## src/rtl/core/spa_pkg.sv

```systemverilog
// Shared types and constants for the sparse polynomial adder.
// Used by the front end, command queue, merge back end and top level.
// No dependencies.
`timescale 1ns / 1ps
`default_nettype none

package spa_pkg;

  // Term store depth and derived widths
  localparam int DEPTH   = 32;
  localparam int CNT_W   = $clog2(DEPTH + 1);
  localparam int ADDR_W  = (DEPTH > 1) ? $clog2(DEPTH) : 1;

  // Field widths
  localparam int MODE_W  = 2;
  localparam int EXP_W   = 16;
  localparam int COEF_W  = 32;
  localparam int SUM_W   = COEF_W + 1;

  // Command queue between front and back
  localparam int QUEUE_DEPTH = 2;
  localparam int QPTR_W      = (QUEUE_DEPTH > 1) ? $clog2(QUEUE_DEPTH) : 1;
  localparam int QCNT_W      = $clog2(QUEUE_DEPTH + 1);

  // Input mode codes
  localparam logic [MODE_W-1:0] MODE_LOAD_FIRST  = 2'd0;
  localparam logic [MODE_W-1:0] MODE_LOAD_SECOND = 2'd1;
  localparam logic [MODE_W-1:0] MODE_MERGE       = 2'd2;

  typedef enum logic [1:0] {
    CMD_LOAD_FIRST,
    CMD_LOAD_SECOND,
    CMD_MERGE
  } cmd_kind_t;

  typedef struct packed {
    cmd_kind_t                  kind;
    logic [EXP_W-1:0]           exponent;
    logic signed [COEF_W-1:0]   coefficient;
  } cmd_t;

  typedef struct packed {
    logic [EXP_W-1:0]           exponent;
    logic signed [COEF_W-1:0]   coefficient;
  } term_t;

  typedef struct packed {
    logic full;
    logic empty;
  } fifo_stat_t;

endpackage

`default_nettype wire

```

## src/rtl/core/spa_front.sv

```systemverilog
// Front end: accepts input words, decodes the mode and pushes commands.
// Depends on spa_pkg; feeds spa_cmd_fifo.
`timescale 1ns / 1ps
`default_nettype none

module spa_front import spa_pkg::*; (
  input  wire logic                      clk,
  input  wire logic                      rst_n,
  input  wire logic                      in_valid,
  output logic                           in_stall,
  input  wire logic [MODE_W-1:0]         in_mode,
  input  wire logic [EXP_W-1:0]          in_term_exponent,
  input  wire logic signed [COEF_W-1:0]  in_term_coefficient,
  input  wire fifo_stat_t                q_stat,
  output logic                           push,
  output cmd_t                           push_cmd
);

  logic      known;
  cmd_kind_t kind;

  // Decode mode; the unused code is taken and dropped
  always_comb begin
    known = 1'b1;
    kind  = CMD_MERGE;
    unique case (in_mode)
      MODE_LOAD_FIRST:  kind = CMD_LOAD_FIRST;
      MODE_LOAD_SECOND: kind = CMD_LOAD_SECOND;
      MODE_MERGE:       kind = CMD_MERGE;
      default:          known = 1'b0;
    endcase
  end

  // Hold off the sender while the queue is full
  assign in_stall = q_stat.full;
  assign push     = in_valid && !q_stat.full && known;

  assign push_cmd.kind        = kind;
  assign push_cmd.exponent    = in_term_exponent;
  assign push_cmd.coefficient = in_term_coefficient;

  // Clock and reset unused: this stage is purely combinational
  logic unused_ok;
  assign unused_ok = clk ^ rst_n;

endmodule

`default_nettype wire

```

## src/rtl/core/spa_cmd_fifo.sv

```systemverilog
// Short command queue between the front end and the merge back end.
// Depends on spa_pkg.
`timescale 1ns / 1ps
`default_nettype none

module spa_cmd_fifo import spa_pkg::*; (
  input  wire logic  clk,
  input  wire logic  rst_n,
  input  wire logic  push,
  input  wire cmd_t  push_cmd,
  input  wire logic  pop,
  output cmd_t       head_cmd,
  output fifo_stat_t stat
);

  cmd_t              entry_r [QUEUE_DEPTH];
  logic [QPTR_W-1:0] wr_ptr_r, wr_ptr_nxt;
  logic [QPTR_W-1:0] rd_ptr_r, rd_ptr_nxt;
  logic [QCNT_W-1:0] count_r, count_nxt;
  logic              do_push, do_pop;

  assign stat.full  = (count_r == QCNT_W'(QUEUE_DEPTH));
  assign stat.empty = (count_r == '0);
  assign do_push    = push && !stat.full;
  assign do_pop     = pop && !stat.empty;
  assign head_cmd   = entry_r[rd_ptr_r];

  // Advance pointers with wrap at the queue depth
  always_comb begin
    wr_ptr_nxt = wr_ptr_r;
    rd_ptr_nxt = rd_ptr_r;
    count_nxt  = count_r;
    if (do_push) begin
      wr_ptr_nxt = (wr_ptr_r == QPTR_W'(QUEUE_DEPTH - 1)) ? '0 : wr_ptr_r + 1'b1;
    end
    if (do_pop) begin
      rd_ptr_nxt = (rd_ptr_r == QPTR_W'(QUEUE_DEPTH - 1)) ? '0 : rd_ptr_r + 1'b1;
    end
    if (do_push && !do_pop) begin
      count_nxt = count_r + 1'b1;
    end else if (do_pop && !do_push) begin
      count_nxt = count_r - 1'b1;
    end
  end

  always_ff @(posedge clk) begin
    if (!rst_n) begin
      wr_ptr_r <= '0;
      rd_ptr_r <= '0;
      count_r  <= '0;
    end else begin
      wr_ptr_r <= wr_ptr_nxt;
      rd_ptr_r <= rd_ptr_nxt;
      count_r  <= count_nxt;
    end
  end

  // Store the pushed word
  always_ff @(posedge clk) begin
    if (do_push) begin
      entry_r[wr_ptr_r] <= push_cmd;
    end
  end

endmodule

`default_nettype wire

```

## src/rtl/core/spa_back.sv

```systemverilog
// Back end: term stores, list loading and the two-way merge with output register.
// Depends on spa_pkg; takes commands from spa_cmd_fifo.
`timescale 1ns / 1ps
`default_nettype none

module spa_back import spa_pkg::*; (
  input  wire logic                clk,
  input  wire logic                rst_n,
  input  wire cmd_t                head_cmd,
  input  wire fifo_stat_t          q_stat,
  output logic                     pop,
  output logic                     out_valid,
  input  wire logic                out_stall,
  output logic [EXP_W-1:0]         out_exponent,
  output logic signed [SUM_W-1:0]  out_coefficient,
  output logic                     out_last_term,
  output logic                     out_empty_result,
  output logic                     out_dropped_terms
);

  typedef enum logic {
    ST_IDLE,
    ST_MERGE
  } state_t;

  state_t                  state_r, state_nxt;
  logic [CNT_W-1:0]        first_count_r, first_count_nxt;
  logic [CNT_W-1:0]        second_count_r, second_count_nxt;
  logic [CNT_W-1:0]        first_idx_r, first_idx_nxt;
  logic [CNT_W-1:0]        second_idx_r, second_idx_nxt;
  logic                    overflow_r, overflow_nxt;
  logic                    out_valid_r, out_valid_nxt;
  logic [EXP_W-1:0]        out_exp_r, out_exp_nxt;
  logic signed [SUM_W-1:0] out_coef_r, out_coef_nxt;
  logic                    out_last_r, out_last_nxt;
  logic                    out_empty_r, out_empty_nxt;
  logic                    out_drop_r, out_drop_nxt;

  term_t                   first_mem [DEPTH];
  term_t                   second_mem [DEPTH];
  term_t                   first_head_r, second_head_r;
  logic [ADDR_W-1:0]       first_rd_addr, second_rd_addr;
  logic                    first_wr, second_wr;

  logic                    out_free;
  logic                    has_first, has_second, take_first, take_second;
  logic signed [SUM_W-1:0] first_ext, second_ext;

  assign out_free   = !out_valid_r || !out_stall;
  assign has_first  = first_idx_r < first_count_r;
  assign has_second = second_idx_r < second_count_r;
  assign first_ext  = {first_head_r.coefficient[COEF_W-1], first_head_r.coefficient};
  assign second_ext = {second_head_r.coefficient[COEF_W-1], second_head_r.coefficient};

  // Pick the head with the smaller exponent, both on a tie
  always_comb begin
    take_first  = has_first;
    take_second = has_second;
    if (has_first && has_second) begin
      if (first_head_r.exponent < second_head_r.exponent) begin
        take_second = 1'b0;
      end else if (first_head_r.exponent > second_head_r.exponent) begin
        take_first = 1'b0;
      end
    end
  end

  // Sequence loads and merge steps
  always_comb begin
    state_nxt        = state_r;
    first_count_nxt  = first_count_r;
    second_count_nxt = second_count_r;
    first_idx_nxt    = first_idx_r;
    second_idx_nxt   = second_idx_r;
    overflow_nxt     = overflow_r;
    out_valid_nxt    = out_valid_r && out_stall;
    out_exp_nxt      = out_exp_r;
    out_coef_nxt     = out_coef_r;
    out_last_nxt     = out_last_r;
    out_empty_nxt    = out_empty_r;
    out_drop_nxt     = out_drop_r;
    pop              = 1'b0;
    first_wr         = 1'b0;
    second_wr        = 1'b0;

    unique case (state_r)
      ST_IDLE: begin
        if (!q_stat.empty) begin
          unique case (head_cmd.kind)
            CMD_LOAD_FIRST: begin
              pop = 1'b1;
              if (first_count_r < CNT_W'(DEPTH)) begin
                first_wr        = 1'b1;
                first_count_nxt = first_count_r + 1'b1;
              end else begin
                overflow_nxt = 1'b1;
              end
            end
            CMD_LOAD_SECOND: begin
              pop = 1'b1;
              if (second_count_r < CNT_W'(DEPTH)) begin
                second_wr        = 1'b1;
                second_count_nxt = second_count_r + 1'b1;
              end else begin
                overflow_nxt = 1'b1;
              end
            end
            CMD_MERGE: begin
              if (out_free) begin
                pop = 1'b1;
                if (first_count_r == '0 && second_count_r == '0) begin
                  // Both lists empty: one marked result
                  out_valid_nxt = 1'b1;
                  out_exp_nxt   = '0;
                  out_coef_nxt  = '0;
                  out_last_nxt  = 1'b1;
                  out_empty_nxt = 1'b1;
                  out_drop_nxt  = overflow_r;
                  overflow_nxt  = 1'b0;
                end else begin
                  state_nxt = ST_MERGE;
                end
              end
            end
            default: pop = 1'b1;
          endcase
        end
      end
      ST_MERGE: begin
        if (out_free) begin
          out_valid_nxt = 1'b1;
          out_empty_nxt = 1'b0;
          out_drop_nxt  = overflow_r;
          if (take_first && take_second) begin
            out_exp_nxt    = first_head_r.exponent;
            out_coef_nxt   = first_ext + second_ext;
            first_idx_nxt  = first_idx_r + 1'b1;
            second_idx_nxt = second_idx_r + 1'b1;
          end else if (take_first) begin
            out_exp_nxt   = first_head_r.exponent;
            out_coef_nxt  = first_ext;
            first_idx_nxt = first_idx_r + 1'b1;
          end else begin
            out_exp_nxt    = second_head_r.exponent;
            out_coef_nxt   = second_ext;
            second_idx_nxt = second_idx_r + 1'b1;
          end
          out_last_nxt = (first_idx_nxt >= first_count_r) &&
                         (second_idx_nxt >= second_count_r);
          // Last term: clear both lists and the overflow mark
          if (out_last_nxt) begin
            state_nxt        = ST_IDLE;
            first_count_nxt  = '0;
            second_count_nxt = '0;
            first_idx_nxt    = '0;
            second_idx_nxt   = '0;
            overflow_nxt     = 1'b0;
          end
        end
      end
      default: state_nxt = ST_IDLE;
    endcase
  end

  always_ff @(posedge clk) begin
    if (!rst_n) begin
      state_r        <= ST_IDLE;
      first_count_r  <= '0;
      second_count_r <= '0;
      first_idx_r    <= '0;
      second_idx_r   <= '0;
      overflow_r     <= 1'b0;
      out_valid_r    <= 1'b0;
    end else begin
      state_r        <= state_nxt;
      first_count_r  <= first_count_nxt;
      second_count_r <= second_count_nxt;
      first_idx_r    <= first_idx_nxt;
      second_idx_r   <= second_idx_nxt;
      overflow_r     <= overflow_nxt;
      out_valid_r    <= out_valid_nxt;
    end
    out_exp_r   <= out_exp_nxt;
    out_coef_r  <= out_coef_nxt;
    out_last_r  <= out_last_nxt;
    out_empty_r <= out_empty_nxt;
    out_drop_r  <= out_drop_nxt;
  end

  // Read the store at the next head index so the head is ready each cycle
  assign first_rd_addr  = (first_idx_nxt < CNT_W'(DEPTH)) ?
                          first_idx_nxt[ADDR_W-1:0] : '0;
  assign second_rd_addr = (second_idx_nxt < CNT_W'(DEPTH)) ?
                          second_idx_nxt[ADDR_W-1:0] : '0;

  always_ff @(posedge clk) begin
    if (first_wr) begin
      first_mem[first_count_r[ADDR_W-1:0]] <= {head_cmd.exponent, head_cmd.coefficient};
    end
    first_head_r <= first_mem[first_rd_addr];
  end

  always_ff @(posedge clk) begin
    if (second_wr) begin
      second_mem[second_count_r[ADDR_W-1:0]] <= {head_cmd.exponent, head_cmd.coefficient};
    end
    second_head_r <= second_mem[second_rd_addr];
  end

  assign out_valid         = out_valid_r;
  assign out_exponent      = out_exp_r;
  assign out_coefficient   = out_coef_r;
  assign out_last_term     = out_last_r;
  assign out_empty_result  = out_empty_r;
  assign out_dropped_terms = out_drop_r;

`ifndef NO_ASSERTIONS
  a_idx_bound: assert property (@(posedge clk) disable iff (!rst_n)
    first_idx_r <= first_count_r && second_idx_r <= second_count_r)
    else $error("merge index ran past list length");

  a_count_bound: assert property (@(posedge clk) disable iff (!rst_n)
    first_count_r <= CNT_W'(DEPTH) && second_count_r <= CNT_W'(DEPTH))
    else $error("list count beyond store depth");

  a_idle_idx: assert property (@(posedge clk) disable iff (!rst_n)
    state_r == ST_IDLE |-> first_idx_r == '0 && second_idx_r == '0)
    else $error("merge indices not cleared in idle");

  a_empty_last: assert property (@(posedge clk) disable iff (!rst_n)
    out_valid_r && out_empty_r |-> out_last_r)
    else $error("empty result not marked last");

  a_merge_end: assert property (@(posedge clk) disable iff (!rst_n)
    state_r == ST_MERGE && out_free && out_last_nxt |=>
      state_r == ST_IDLE && first_count_r == '0 && !overflow_r)
    else $error("lists not cleared after merge");
`endif

endmodule

`default_nettype wire

```

## src/rtl/core/sparse_polynomial_add_top.sv

```systemverilog
// Sparse polynomial adder top level: simple valid/stall channels in and out.
// Load words (mode 0 / mode 1) append a term to the first or second list; a merge
// word (mode 2) walks both lists in exponent order and emits one result per term,
// summing coefficients on equal exponents. Mode 3 words are taken and ignored.
// Loads retire at one per cycle while no merge is running. A merge word is popped
// from the queue in the idle state and the engine then writes its results to the
// output register at one result per cycle while the receiver keeps stall low; an
// empty merge writes its single marked result straight from the idle state.
// A two-word command queue sits between the front end and the merge engine, so
// new words are taken while results wait; in_stall rises once it is full.
// When out_stall is high the output register holds its word and merge steps wait.
// Reset (rst_n low, synchronous) empties the queue, both lists and the overflow
// mark; term store contents are left as they were and never used before written.
// Depends on spa_pkg, spa_front, spa_cmd_fifo and spa_back.
`timescale 1ns / 1ps
`default_nettype none

module sparse_polynomial_add_top import spa_pkg::*; (
  input  wire logic                      clk,
  input  wire logic                      rst_n,
  input  wire logic                      in_valid,
  output logic                           in_stall,
  input  wire logic [MODE_W-1:0]         in_mode,
  input  wire logic [EXP_W-1:0]          in_term_exponent,
  input  wire logic signed [COEF_W-1:0]  in_term_coefficient,
  output logic                           out_valid,
  input  wire logic                      out_stall,
  output logic [EXP_W-1:0]               out_exponent,
  output logic signed [SUM_W-1:0]        out_coefficient,
  output logic                           out_last_term,
  output logic                           out_empty_result,
  output logic                           out_dropped_terms
);

  fifo_stat_t q_stat;
  logic       push, pop;
  cmd_t       push_cmd, head_cmd;

  // Decode and queue input words
  spa_front u_front (
    .clk                 (clk),
    .rst_n               (rst_n),
    .in_valid            (in_valid),
    .in_stall            (in_stall),
    .in_mode             (in_mode),
    .in_term_exponent    (in_term_exponent),
    .in_term_coefficient (in_term_coefficient),
    .q_stat              (q_stat),
    .push                (push),
    .push_cmd            (push_cmd)
  );

  spa_cmd_fifo u_fifo (
    .clk      (clk),
    .rst_n    (rst_n),
    .push     (push),
    .push_cmd (push_cmd),
    .pop      (pop),
    .head_cmd (head_cmd),
    .stat     (q_stat)
  );

  // Load lists and run merges
  spa_back u_back (
    .clk               (clk),
    .rst_n             (rst_n),
    .head_cmd          (head_cmd),
    .q_stat            (q_stat),
    .pop               (pop),
    .out_valid         (out_valid),
    .out_stall         (out_stall),
    .out_exponent      (out_exponent),
    .out_coefficient   (out_coefficient),
    .out_last_term     (out_last_term),
    .out_empty_result  (out_empty_result),
    .out_dropped_terms (out_dropped_terms)
  );

endmodule

`default_nettype wire

```

## config.mk

```make
export PLATFORM = sky130hd
export DESIGN_NAME = sparse_polynomial_add_top
export DESIGN_NICKNAME = d
export VERILOG_FILES = /design/src/rtl/core/spa_pkg.sv /design/src/rtl/core/spa_front.sv /design/src/rtl/core/spa_cmd_fifo.sv /design/src/rtl/core/spa_back.sv /design/src/rtl/core/sparse_polynomial_add_top.sv
export SDC_FILE = /design/constraint.sdc
export NUM_CORES = 2
export LEC_CHECK = 0
export BUFFER_PORTS_ARGS = -buffer_cell sky130_fd_sc_hd__buf_2
export CAP_MARGIN = 30
export CORE_UTILIZATION = 34
export DETAILED_ROUTE_END_ITERATION = 8
export GPL_TIMING_DRIVEN = 0
export RECOVER_POWER = 100
export SYNTH_ARGS = -nofsm -noshare
export SYNTH_HDL_FRONTEND = slang
export SYNTH_HIERARCHICAL = 1
export SYNTH_SLANG_ARGS = --single-unit
```

## constraint.sdc

```tcl
create_clock -name clk -period 9.19 [get_ports clk]
set_input_delay 1.838 -clock clk [delete_from_list [all_inputs] [get_ports clk]]
set_output_delay 1.838 -clock clk [all_outputs]
set_load 0.1 [all_outputs]
```

==> flow_summary.yaml <==
synthesis:
  synth_edf_count: 3224
  synthFlopType: "edfxtp_1"
  syn_avg_cell_area_sq_um: 14.6
  async_reset_ff_share_pct: 0
  synthesis.area_sq_um: 132000
  yosys_warnings: 6
  syn_inst: 9015
  syn-num-nets: 9151
  synth_seq_area_share_pct: 75.3
  synth.distinct_cells: 89
  synth-seq-cells: 3352
layout:
  utilization_pct: 39.0
  drive_gt1_share_pct: 8.76
  layout_common_cells: "edfxtp_1, nand2_1, a21oi_1"
  nets: 9721
  multi_input_area_sq_um: 29500
  syn2layout_area_growth_pct: 14.2
  nFillCells: 35400
  seqCellArea_sq_um: 99400
  final_common_cell: "edfxtp_1"
flow_run:
  cap_violations: 194
placed_design:
  gp_congestion: 0.882
  hpwl_um: 307000
  post-place-ws_ns: -0.917
  io_buffer_count: 59
worst_setup_path:
  cp_cell_sequence: "clkinv_1, ha_1, a21o_1, a31oi_1, o21ai_1, a211o_1, o21ai_2, clkbuf_2, clkbuf_2, nor2_1, xor2_1, ha_1, and3_1, a221o_1, a21oi_2, o21ai_0, a21oi_1, nor2_1, nand2_1, buf_2, buf_2, clkbuf_1, o21ai_0, a31oi_1"
  timing.rr.end: "u_back/second_ext[1]"
  path_max_fanout: 10
  worstSetupStartpointType: "flip-flop"
  crit_path_max_incr_delay_ns: 0.63
  worstSetupEndpoint: "u_back/second_ext[1]"
  crit_path_end_kind: "flip-flop"
  crit_slowest_cell: "a31oi_1"
  cp_data_required_time_ns: 9.94
  rr_worst_depth: 24
  reg2reg_slack_ns: 0.14
  criticalPathCategory: "flip-flop to flip-flop"
  arrival_ns: 9.80
  worstReg2RegStart: "u_back/second_count_r[2]"
  cp-startpoint: "u_back/second_count_r[2]"
grt:
  grt_use_met1_pct: 26.0
  grt.met2_usage_pct: 35.5
  antenna_found_initial: 64
  busiest_layer: "met2"
  grt_pass1_vias: 81200
  grt_overflow: 0
  grt_max_degree: 65
  grt_first_pass_wirelength_um: 603000
  track_usage_pct: 21.5
  grtUsageMet3_pct: 3.70
pwr:
  peakVddDrop_v: 0.000153
  swShare_pct: 25.8
  p_comb_share_pct: 10.4
  p_int_uw: 26900
  p_sw_uw: 9370
  pwr-share-seq_pct: 51.2
  power_frac_clock_pct: 38.4
  p_leak_uw: 0.0505
  power.density_nw_per_um2: 241
clock_tree:
  clock_sinks: 3352
  tritoncts: "built"
  cts_made_buffers: 345
  cts-root-buf: "clkbuf_16"
  h-tree-depth: 5
  cts-hold-fix-buffers: 0
  clockBufferDepth: 4
  insertion_delay_ns: 0.97
  path_clk_slew_ns: 0.06
sta:
  setup_viol: 0
  slew_viol_final: 5654
  max-slew-margin-rel_pct: -184
  min_period_over_period_pct: 98.5
  worstMarginPinSlew_ns: 4.25
  clock-skew-final_ns: 0.0987
  layout_setup_ws_ns: 0.135
  post-route-min-period_ns: 9.05
  rsz0062_at_grt: "no"
  max_freq_mhz: 110
  hold_violations: 0
route:
  drt_iter0_drc: 10600
  via_per_inst: 5.56
  ant_nets: 0
  first_pass_iters: 7
  wl_per_cell_um: 28.8
  drc: 0
  num_vias: 83800
  routed_wirelength_um: 434000
die:
  io_pins: 108
  start_util_pct: 34.2
  num_rows: 228
  die_w_um: 625
  core-area_sq_um: 386000
  die_area_sq_um: 391000
  die_h_um: 625
status:
  run_status: "complete, but fails checks"
  violations: "max-capacitance violations, max-slew violations"
min_path:
  hp-class: "flip-flop to flip-flop"
-- flip-flops by register name (all words and copies together) (netlist names), 32 cells and up, named ones only --
name	flops
u_back/first_ext	32
u_back/second_mem	1536
u_back/first_mem	1536
u_back/second_ext	32
u_back/out_coefficient	33
u_fifo/entry_r	100
-- how the worst min path moves through the flow --
stage                            startpoint                       end  slack [ns]  cells after the start
final                     u_back/overflow_r  u_back/out_dropped_terms        0.48                      0
after floorplan           u_back/overflow_r  u_back/out_dropped_terms        0.40                      0
after CTS                 u_back/overflow_r  u_back/out_dropped_terms        0.48                      0
after global routing      u_back/overflow_r  u_back/out_dropped_terms        0.47                      0
after detailed placement  u_back/overflow_r  u_back/out_dropped_terms        0.44                      0
after global placement    u_back/overflow_r  u_back/out_dropped_terms        0.42                      0
-- cell usage after synthesis (all sizes together), types with 7 or more instances --
library cell	n	area, sq um
edfxtp	3224	96800
nand2	1388	5230
a21oi	881	4440
nor2	606	2320
mux2i	387	3870
buf	329	1830
clkbuf	309	1160
a31oi	244	1530
o221ai	193	1700
o21ai	186	938
dfxtp	128	2560
a211oi	102	793
a221oi	100	876
a221o	98	981
ha	81	1010
nand3	76	380
a222oi	67	671
a22oi	61	458
nand4	56	350
and3	55	344
o211ai	53	412
mux2	51	574
a211o	48	420
o221a	48	541
inv	43	161
xnor2	29	254
a21o	23	173
xor2	18	158
nor2b	16	103
and2	14	87.6
nor3	12	70.1
o22ai	11	68.8
nand2b	9	56.3
o21a	8	60.1
a21boi	7	52.6
-- critical path: cells and delay by family, from the launching register on --
kind | cells | cell delay, ns
simple gates | 4 | 0.87
xor+xnor | 1 | 0.19
buf+inv | 6 | 2.85
compound gates | 11 | 3.76
fa+ha+maj | 2 | 0.66
flops | 1 | 0.45
-- kinds of logic (layout without fill, tap and decap cells) --
family / after synthesis / in the layout / synth area share [%]
buffers and inverters: 682 / 1528 / 2.39
xor gates and xnor gates: 47 / 47 / 0.312
other: 0 / 15 / 0
muxes: 438 / 438 / 3.37
adders and majority gates: 82 / 82 / 0.783
and+or+nand+nor: 2251 / 2251 / 6.89
DFF: 3352 / 3352 / 75.3
AOI/OAI and AO/OA: 2163 / 2163 / 10.9
-- routing by layer --
metal | up-vias | routed length [um]
met5 | - | 34
met4 | 6 | 35600
met3 | 975 | 37500
met2 | 4537 | 203000
met1 | 42300 | 158000
li1 | 35900 | -
-- cell type report --
| class | count | area share (%) |
|---|---|---|
| Sequential cell | 3352 | 66.0 |
| Antenna cell | 15 | 0.0249 |
| Multi-Input combinational cell | 4981 | 19.6 |
| Clock buffer | 422 | 5.99 |
| Clock inverter | 201 | 1.41 |
| Inverter | 44 | 0.110 |
| Buffer | 637 | 1.97 |
| Timing Repair Buffer | 224 | 0.662 |
| Tap cell | 5175 | 4.30 |
-- timing repair --
item | 4_1_cts | 5_1_grt
buffers inserted | 0 | 0
gates resized for setup | 13 | 4
pin swaps | 1 | 1
endpoints found under the setup margin | 96 | 42
-- per-stage QoR --
step           instance area [sq um]  std cells  total power [uW]  TNS, ns  hold slack (ns)
2_1_floorplan                 132000       9015             20600        0            0.402
6_report                      151000      15100             36300        0            0.477
5_1_grt                       151000      15000             37200        0            0.474
3_5_place_dp                  143000      14400             22900   -50.22            0.442
4_1_cts                       154000      15000             36700        0            0.478
3_3_place_gp                  139000      14200             22500   -81.39            0.421
-- power by group through the flow --
stage	Sequential (uW)	Clock [uW]	Combinational (uW)
after global routing	18600	14700	3940
after detailed placement	18700	0	4160
after global placement	18900	0	3650
after floorplan	19000	0	1560
final	18600	13900	3780
after CTS	18400	14100	4170
Power figures use the tool's default switching activity.
